==> src/tlvp_pkg.sv <==
// Package for the TLV/TV stream parser: result kinds, error codes and the result record.
// Used by tlvp_core and tlv_tv_stream_parser. No dependencies.
package tlvp_pkg;

    localparam int unsigned KIND_W = 2;
    localparam int unsigned ERR_W  = 2;
    localparam int unsigned WORD_W = 16;
    localparam int unsigned BYTE_W = 8;

    localparam logic [KIND_W-1:0] KIND_TV      = 2'd0;
    localparam logic [KIND_W-1:0] KIND_TLV_HDR = 2'd1;
    localparam logic [KIND_W-1:0] KIND_PAYLOAD = 2'd2;
    localparam logic [KIND_W-1:0] KIND_ERROR   = 2'd3;

    localparam logic [ERR_W-1:0] ERR_NONE      = 2'd0;
    localparam logic [ERR_W-1:0] ERR_TOO_LONG  = 2'd1;
    localparam logic [ERR_W-1:0] ERR_TRUNCATED = 2'd2;

    typedef struct packed {
        logic [KIND_W-1:0] kind;
        logic [ERR_W-1:0]  error_code;
        logic [WORD_W-1:0] tag;
        logic [WORD_W-1:0] word;
        logic [BYTE_W-1:0] payload_byte;
        logic [WORD_W-1:0] payload_offset;
        logic              last_of_element;
        logic              end_of_packet;
    } result_t;

endpackage

==> src/tlvp_core.sv <==
// Parser state and per-byte step logic: phase, tag, counters and the result of one byte.
// Depends on tlvp_pkg.
module tlvp_core
    import tlvp_pkg::*;
(
    input  logic              clk,
    input  logic              rst_n,
    input  logic              step,
    input  logic              start_of_packet,
    input  logic [WORD_W-1:0] total_length,
    input  logic [BYTE_W-1:0] data_byte,
    output logic              res_valid,
    output result_t           res
);

    typedef enum logic [2:0] {
        PH_IDLE,
        PH_TAG_HI,
        PH_TAG_LO,
        PH_WORD_HI,
        PH_WORD_LO,
        PH_PAYLOAD,
        PH_DROP
    } phase_t;

    phase_t            phase_reg, phase_next;
    logic [WORD_W-1:0] tag_reg, tag_next;
    logic [BYTE_W-1:0] hold_reg, hold_next;
    logic [WORD_W-1:0] pkt_left_reg, pkt_left_next;
    logic [WORD_W-1:0] pay_left_reg, pay_left_next;
    logic [WORD_W-1:0] pos_reg, pos_next;

    phase_t            ph;
    logic [WORD_W-1:0] pkt_left;
    logic [WORD_W-1:0] pay_left;
    logic [WORD_W-1:0] pos;
    logic [WORD_W-1:0] pkt_dec;
    logic [WORD_W-1:0] pay_dec;
    logic [WORD_W-1:0] w;
    logic [WORD_W-1:0] full_tag;
    logic              last;
    logic              el_done;

    always_comb
    begin
        ph       = phase_reg;
        pkt_left = pkt_left_reg;
        pay_left = pay_left_reg;
        pos      = pos_reg;
        if (start_of_packet)
        begin
            pkt_left = total_length;
            pay_left = '0;
            pos      = '0;
            ph       = (total_length == '0) ? PH_IDLE : PH_TAG_HI;
        end

        pkt_dec  = pkt_left - WORD_W'(1);
        pay_dec  = pay_left - WORD_W'(1);
        last     = (pkt_dec == '0);
        el_done  = (pay_dec == '0) || last;
        w        = {hold_reg, data_byte};
        full_tag = {hold_reg, data_byte};

        phase_next    = ph;
        tag_next      = tag_reg;
        hold_next     = hold_reg;
        pkt_left_next = pkt_left;
        pay_left_next = pay_left;
        pos_next      = pos;

        res_valid           = 1'b0;
        res.kind            = KIND_ERROR;
        res.error_code      = ERR_NONE;
        res.tag             = tag_reg;
        res.word            = '0;
        res.payload_byte    = '0;
        res.payload_offset  = '0;
        res.last_of_element = 1'b0;
        res.end_of_packet   = 1'b0;

        if (ph == PH_IDLE || pkt_left == '0)
        begin
            phase_next = PH_IDLE;
        end
        else
        begin
            pkt_left_next = pkt_dec;
            unique case (ph)
                PH_TAG_HI:
                begin
                    hold_next = data_byte;
                    if (last)
                    begin
                        phase_next        = PH_IDLE;
                        res_valid         = 1'b1;
                        res.error_code    = ERR_TRUNCATED;
                        res.tag           = {data_byte, {BYTE_W{1'b0}}};
                        res.end_of_packet = 1'b1;
                    end
                    else
                    begin
                        phase_next = PH_TAG_LO;
                    end
                end
                PH_TAG_LO:
                begin
                    tag_next = full_tag;
                    if (last)
                    begin
                        phase_next        = PH_IDLE;
                        res_valid         = 1'b1;
                        res.error_code    = ERR_TRUNCATED;
                        res.tag           = full_tag;
                        res.end_of_packet = 1'b1;
                    end
                    else
                    begin
                        phase_next = PH_WORD_HI;
                    end
                end
                PH_WORD_HI:
                begin
                    hold_next = data_byte;
                    if (last)
                    begin
                        phase_next        = PH_IDLE;
                        res_valid         = 1'b1;
                        res.error_code    = ERR_TRUNCATED;
                        res.end_of_packet = 1'b1;
                    end
                    else
                    begin
                        phase_next = PH_WORD_LO;
                    end
                end
                PH_WORD_LO:
                begin
                    res_valid = 1'b1;
                    if (tag_reg[0])
                    begin
                        phase_next        = last ? PH_IDLE : PH_TAG_HI;
                        res.kind          = KIND_TV;
                        res.word          = w;
                        res.end_of_packet = last;
                    end
                    else if (w > pkt_dec)
                    begin
                        phase_next        = last ? PH_IDLE : PH_DROP;
                        res.error_code    = ERR_TOO_LONG;
                        res.word          = w;
                        res.end_of_packet = 1'b1;
                    end
                    else if (w == '0)
                    begin
                        phase_next        = last ? PH_IDLE : PH_TAG_HI;
                        res.kind          = KIND_TLV_HDR;
                        res.end_of_packet = last;
                    end
                    else
                    begin
                        pay_left_next = w;
                        pos_next      = '0;
                        phase_next    = PH_PAYLOAD;
                        res.kind      = KIND_TLV_HDR;
                        res.word      = w;
                    end
                end
                PH_PAYLOAD:
                begin
                    pay_left_next       = pay_dec;
                    pos_next            = pos + WORD_W'(1);
                    if (el_done)
                    begin
                        phase_next = last ? PH_IDLE : PH_TAG_HI;
                    end
                    res_valid           = 1'b1;
                    res.kind            = KIND_PAYLOAD;
                    res.payload_byte    = data_byte;
                    res.payload_offset  = pos;
                    res.last_of_element = el_done;
                    res.end_of_packet   = last;
                end
                PH_DROP:
                begin
                    if (last)
                    begin
                        phase_next = PH_IDLE;
                    end
                end
                default:
                begin
                    phase_next = PH_IDLE;
                end
            endcase
        end
    end

    always_ff @(posedge clk or negedge rst_n)
    begin
        if (!rst_n)
        begin
            phase_reg    <= PH_IDLE;
            tag_reg      <= '0;
            hold_reg     <= '0;
            pkt_left_reg <= '0;
            pay_left_reg <= '0;
            pos_reg      <= '0;
        end
        else if (step)
        begin
            phase_reg    <= phase_next;
            tag_reg      <= tag_next;
            hold_reg     <= hold_next;
            pkt_left_reg <= pkt_left_next;
            pay_left_reg <= pay_left_next;
            pos_reg      <= pos_next;
        end
    end

endmodule

==> src/tlv_tv_stream_parser.sv <==
// TLV/TV stream parser: one packet byte per request in, at most one parse result per byte out.
// A result passes from s_* through the input register and then the output register to m_*.
// Throughput: one byte per cycle unless m_* stalls; the input register, the step logic
// in tlvp_core and the output register form a two-stage pipeline that advances on out_free.
// Reset: asynchronous, clears parser state to idle with all counters zero, empties both stages.
// Depends on tlvp_pkg and tlvp_core.
module tlv_tv_stream_parser
    import tlvp_pkg::*;
(
    input  logic        clk,
    input  logic        rst_n,
    input  logic        s_tvalid,
    output logic        s_tready,
    input  logic [23:0] s_tdata,   // total_length[15:0], data_byte[23:16]
    input  logic [0:0]  s_tuser,   // start_of_packet[0]
    output logic        m_tvalid,
    input  logic        m_tready,
    output logic [63:0] m_tdata,   // error_code[1:0], tag[17:2], word[33:18],
                                   // payload_byte[41:34], payload_offset[57:42],
                                   // last_of_element[58], zero[63:59]
    output logic [1:0]  m_tuser,   // kind[1:0]
    output logic        m_tlast    // end_of_packet
);

    logic              in_valid_reg;
    logic              in_sop_reg;
    logic [WORD_W-1:0] in_len_reg;
    logic [BYTE_W-1:0] in_byte_reg;
    logic              out_valid_reg;
    result_t           out_reg;

    logic              advance;
    logic              out_free;
    logic              res_valid;
    result_t           res;

    assign out_free = !out_valid_reg || m_tready;
    assign advance  = in_valid_reg && out_free;
    assign s_tready = !in_valid_reg || advance;

    tlvp_core u_core (
        .clk             (clk),
        .rst_n           (rst_n),
        .step            (advance),
        .start_of_packet (in_sop_reg),
        .total_length    (in_len_reg),
        .data_byte       (in_byte_reg),
        .res_valid       (res_valid),
        .res             (res)
    );

    always_ff @(posedge clk or negedge rst_n)
    begin
        if (!rst_n)
        begin
            in_valid_reg  <= 1'b0;
            out_valid_reg <= 1'b0;
        end
        else
        begin
            if (s_tready)
            begin
                in_valid_reg <= s_tvalid;
            end
            if (out_free)
            begin
                out_valid_reg <= advance && res_valid;
            end
        end
    end

    always_ff @(posedge clk)
    begin
        if (s_tvalid && s_tready)
        begin
            in_sop_reg  <= s_tuser[0];
            in_len_reg  <= s_tdata[15:0];
            in_byte_reg <= s_tdata[23:16];
        end
        if (out_free && advance && res_valid)
        begin
            out_reg <= res;
        end
    end

    assign m_tvalid = out_valid_reg;
    assign m_tuser  = out_reg.kind;
    assign m_tlast  = out_reg.end_of_packet;
    assign m_tdata  = {5'd0, out_reg.last_of_element, out_reg.payload_offset,
                       out_reg.payload_byte, out_reg.word, out_reg.tag,
                       out_reg.error_code};

`ifndef SYNTHESIS
    a_error_closes_packet: assert property (@(posedge clk) disable iff (!rst_n)
        m_tvalid && m_tuser == KIND_ERROR |-> m_tlast)
        else $error("error result does not close the packet");

    a_error_code_matches_kind: assert property (@(posedge clk) disable iff (!rst_n)
        m_tvalid |-> ((m_tuser == KIND_ERROR) == (m_tdata[1:0] != ERR_NONE)))
        else $error("error code disagrees with result kind");

    a_last_element_payload_only: assert property (@(posedge clk) disable iff (!rst_n)
        m_tvalid && m_tdata[58] |-> m_tuser == KIND_PAYLOAD)
        else $error("end of element flagged on a non-payload result");

    a_pipeline_no_loss: assert property (@(posedge clk) disable iff (!rst_n)
        in_valid_reg && !advance |=> in_valid_reg && $stable(in_byte_reg))
        else $error("held input request lost while output stalled");
`endif

endmodule
==> config.mk <==
export PLATFORM = sky130hd
export DESIGN_NAME = tlv_tv_stream_parser
export DESIGN_NICKNAME = d
export VERILOG_FILES = /design/src/tlvp_pkg.sv /design/src/tlvp_core.sv /design/src/tlv_tv_stream_parser.sv
export SDC_FILE = /design/constraint.sdc
export NUM_CORES = 1
export LEC_CHECK = 0
export BUFFER_PORTS_ARGS = -buffer_cell sky130_fd_sc_hd__clkbuf_2
export CORE_MARGIN = 2
export CORE_UTILIZATION = 45
export CTS_CLUSTER_DIAMETER = 150
export DETAILED_ROUTE_END_ITERATION = 7
export GPL_ROUTABILITY_DRIVEN = 0
export PLACE_DENSITY_LB_ADDON = 0.05
export SLEW_MARGIN = 30
export SYNTH_ARGS = -nofsm -noshare
export SYNTH_HDL_FRONTEND = slang
export SYNTH_SLANG_ARGS = --single-unit
==> constraint.sdc <==
create_clock -name clk -period 6.3 [get_ports clk]
set_input_delay 1.26 -clock clk [delete_from_list [all_inputs] [get_ports clk]]
set_output_delay 1.26 -clock clk [all_outputs]
set_load 0.1 [all_outputs]
==> flow_metrics.tcl <==
set metrics [dict create \
    status "complete, no violations" \
    vdd_drop_max_uv 199.6 \
    area_growth_pct 12.31 \
    wire_per_inst_um 21.35 \
    path_clk_slew_ns 0.07 \
    ys_seq_area_frac 0.4683 \
    cts_root_buffer "clkbuf_16" \
    hold_ws_ns 0.4911 \
    num_vias 7965 \
    tightest_slew_ns 1.009 \
    pwr-share-seq 0.446 \
    min_period_ns 5.703 \
    row_count 53 \
    synth_edf_count 87 \
    finalMaxSlewViolations 0 \
    fillers 1969 \
    fin_skew_ns 0.01296 \
    arrival_ns 6.02 \
    h-tree-depth 4 \
    critPathMaxFanout 19 \
    cts_hold_buf 0 \
    antenna_cells 0 \
    start_util 0.4597 \
    viasPerCell 6.146 \
    synth_top_area_share 0.2695 \
    fin_nets 1058 \
    ys_ff_latch 164 \
    end_kind "register" \
    rsz0062_at_grt "false" \
    fmax_ghz 0.1753 \
    die_h_um 150.8 \
    numCtsBuffers 17 \
    critical_path_class "register to register" \
    leakagePower_uw 0.004242 \
    pwr-share-comb 0.223 \
    power_density_mw_per_mm2 299.7 \
    die_area_mm2 0.02273 \
    core_area_mm2 0.02109 \
    grt.overflow.total 0 \
    hp-class "register to register" \
    grt_pass1_vias 7550 \
    gr-usage-all-layers 0.2545 \
    drtIter0Drc 616 \
    ant_nets 0 \
    yosys-top-cells-area "edfxtp_1 (27%), dfrtp_1 (20%), nand2_1 (2.8%), ha_1 (2.7%), a21oi_1 (2.5%)" \
    grt_max_degree 46 \
    clockBufferDepth 2 \
    cts_tree "yes" \
    port_buffers 92 \
    slew-limit-headroom 0.3254 \
    async_reset_ff_frac 0.4695 \
    cts_resized 0 \
    drive_gt1_frac 0.2116 \
    yosys.area.top_type "edfxtp_1" \
    cap_violations 0 \
    hold_viol 0 \
    grt_pass1_wl_um 43640 \
    netlist_area_mm2 0.009693 \
    netlist_instances 939 \
    period_share 0.9053 \
    cts.sinks 164 \
    synth_warnings 0 \
    setup_viol 0 \
    ys_types 93 \
    drcViolationCount 0 \
    post_cts_buffers 0 \
    crit_required_ns 6.62 \
    synth_flop_cell "edfxtp_1" \
    dr.pass1.iters 5 \
    swShare 0.3407 \
    antenna_found_initial 0 \
    hpwl_um 18830 \
    drt_wl_total_um 27670 \
    clk_latency_ns 0.44 \
    power_frac_clock 0.331 \
    p_switching_uw 1112 \
    largest_reg_flops 59 \
    internal_power_uw 2151 \
    avgSynthCellArea_um2 10.32 \
    tns_ns 0 \
    die_width_um 150.8 \
    start_kind "register" \
    pin_count 98 \
]
metal layers:
metal / vias to the layer above / wire length, um / global-route usage
met1: 3906 / 12300 / 0.3517
li1: 3713 / - / -
met5: - / 0 / 0
met2: 294 / 13030 / 0.4043
met4: 0 / 664 / 0.08598
met3: 52 / 1675 / 0.04636
cell usage after synthesis (4+ instances only):
master	instances
buf_6	5
edfxtp_1	87
a22oi_1	13
nor2_1	63
nand3_1	18
a211oi_1	6
clkbuf_1	29
buf_2	13
or4_1	8
nor2b_1	11
and3_1	38
o31ai_1	5
o41ai_1	7
and4_1	4
o221ai_1	4
o41ai_2	10
nor4_4	4
dfrtp_1	77
nand4_1	28
nand2_1	73
ha_1	21
a21oi_1	48
o21a_1	5
o22ai_1	16
or3_1	8
and2_1	18
xor2_1	4
o211ai_1	8
mux2_1	8
buf_4	11
xnor2_1	17
a31o_2	7
nand2b_1	7
a31oi_1	5
o21ai_1	14
o21ai_0	46
nor3_1	34
nor4_1	18
inv_1	33
mux2i_1	10
mux2_2	19
metrics by stage:
step,cells,worst slack [ns],utilization,power [uW],cell area (um^2)
floorplan,943,1.096,-,1961,9712
global placement,1264,0.5829,0.4877,2183,10280
detailed placement,1264,0.6829,0.4880,2190,10290
CTS,1296,0.6318,0.5163,3272,10890
global route,1296,0.2121,0.5163,3413,10890
finish,1296,0.5968,0.5163,3263,10890
cell families after synthesis:
family / after synthesis / synth area share
compound gates: 232 / 0.1694
xor+xnor: 21 / 0.01897
fa+ha+maj: 21 / 0.02711
buf+inv: 96 / 0.05202
flops: 164 / 0.4683
mux: 39 / 0.04544
other cells: 1 / 0.0003869
simple gates: 365 / 0.2184
layout make-up:
cell class	count	area, um^2	area share
multi-input cells	683	4687	0.4305
flip-flops and latches	164	4539	0.4170
repair buffers	107	588.1	0.05402
clock buffers	17	425.4	0.03908
well taps	275	344.1	0.03161
clock inverters	15	171.4	0.01575
inverters	35	131.4	0.01207
critical path, cell delays in order, from the launching register on:
cell	delay [ns]
edfxtp_1	0.83
nor4b_2	0.43
nand2_1	0.21
a211oi_1	0.34
xnor2_1	0.15
mux2i_4	0.63
inv_2	0.25
ha_1	0.38
nand4_1	0.16
nor4_1	0.50
a21boi_1	0.32
o31ai_1	0.15
buf_4	0.21
o21ai_2	0.61
nor2_1	0.10
o311ai_0	0.31
power groups by stage:
stage / Clock [uW] / Sequential (uW) / Combinational (uW)
final: 1080 / 1460 / 726
after global routing: 1140 / 1470 / 808
after CTS: 1100 / 1450 / 725
after detailed placement: 0 / 1470 / 719
after global placement: 0 / 1470 / 713
after floorplan: 0 / 1400 / 562
path summary, 6_finish.rpt:
check                                         from            endpoint  slack, ns  cells past startpoint
worst min-delay path            u_core.tag_reg[11]  u_core.tag_reg[11]       0.49                      1
worst max-delay path                    in_sop_reg   u_core.pos_reg[9]       0.60                     15
max in group asynchronous                    rst_n  u_core.tag_reg[14]       4.51                      2
min in group asynchronous                    rst_n   u_core.pos_reg[4]       0.79                      1
worst min register to register  u_core.tag_reg[11]  u_core.tag_reg[11]       0.49                      1
worst max register to register          in_sop_reg   u_core.pos_reg[9]       0.60                     15
cells in the final DEF, fill, tap and decap left out, types with 8 or more instances in the layout:
master	instances
o211ai_1	8
dfrtp_1	77
a21oi_1	48
o21ai_0	46
o22ai_1	16
or4_1	8
or3_1	8
nand2_1	73
nor2_1	63
and2_1	17
nor3_1	34
clkbuf_16	17
ha_1	21
nor4_1	17
buf_4	15
nand3_1	18
clkbuf_2	91
o21ai_1	12
inv_1	33
and3_1	38
edfxtp_1	87
mux2_2	19
nor2b_1	11
xnor2_1	17
mux2i_1	10
nand4_1	28
a22oi_1	13
o41ai_2	10
mux2_1	8
Power figures use the tool's default switching activity.
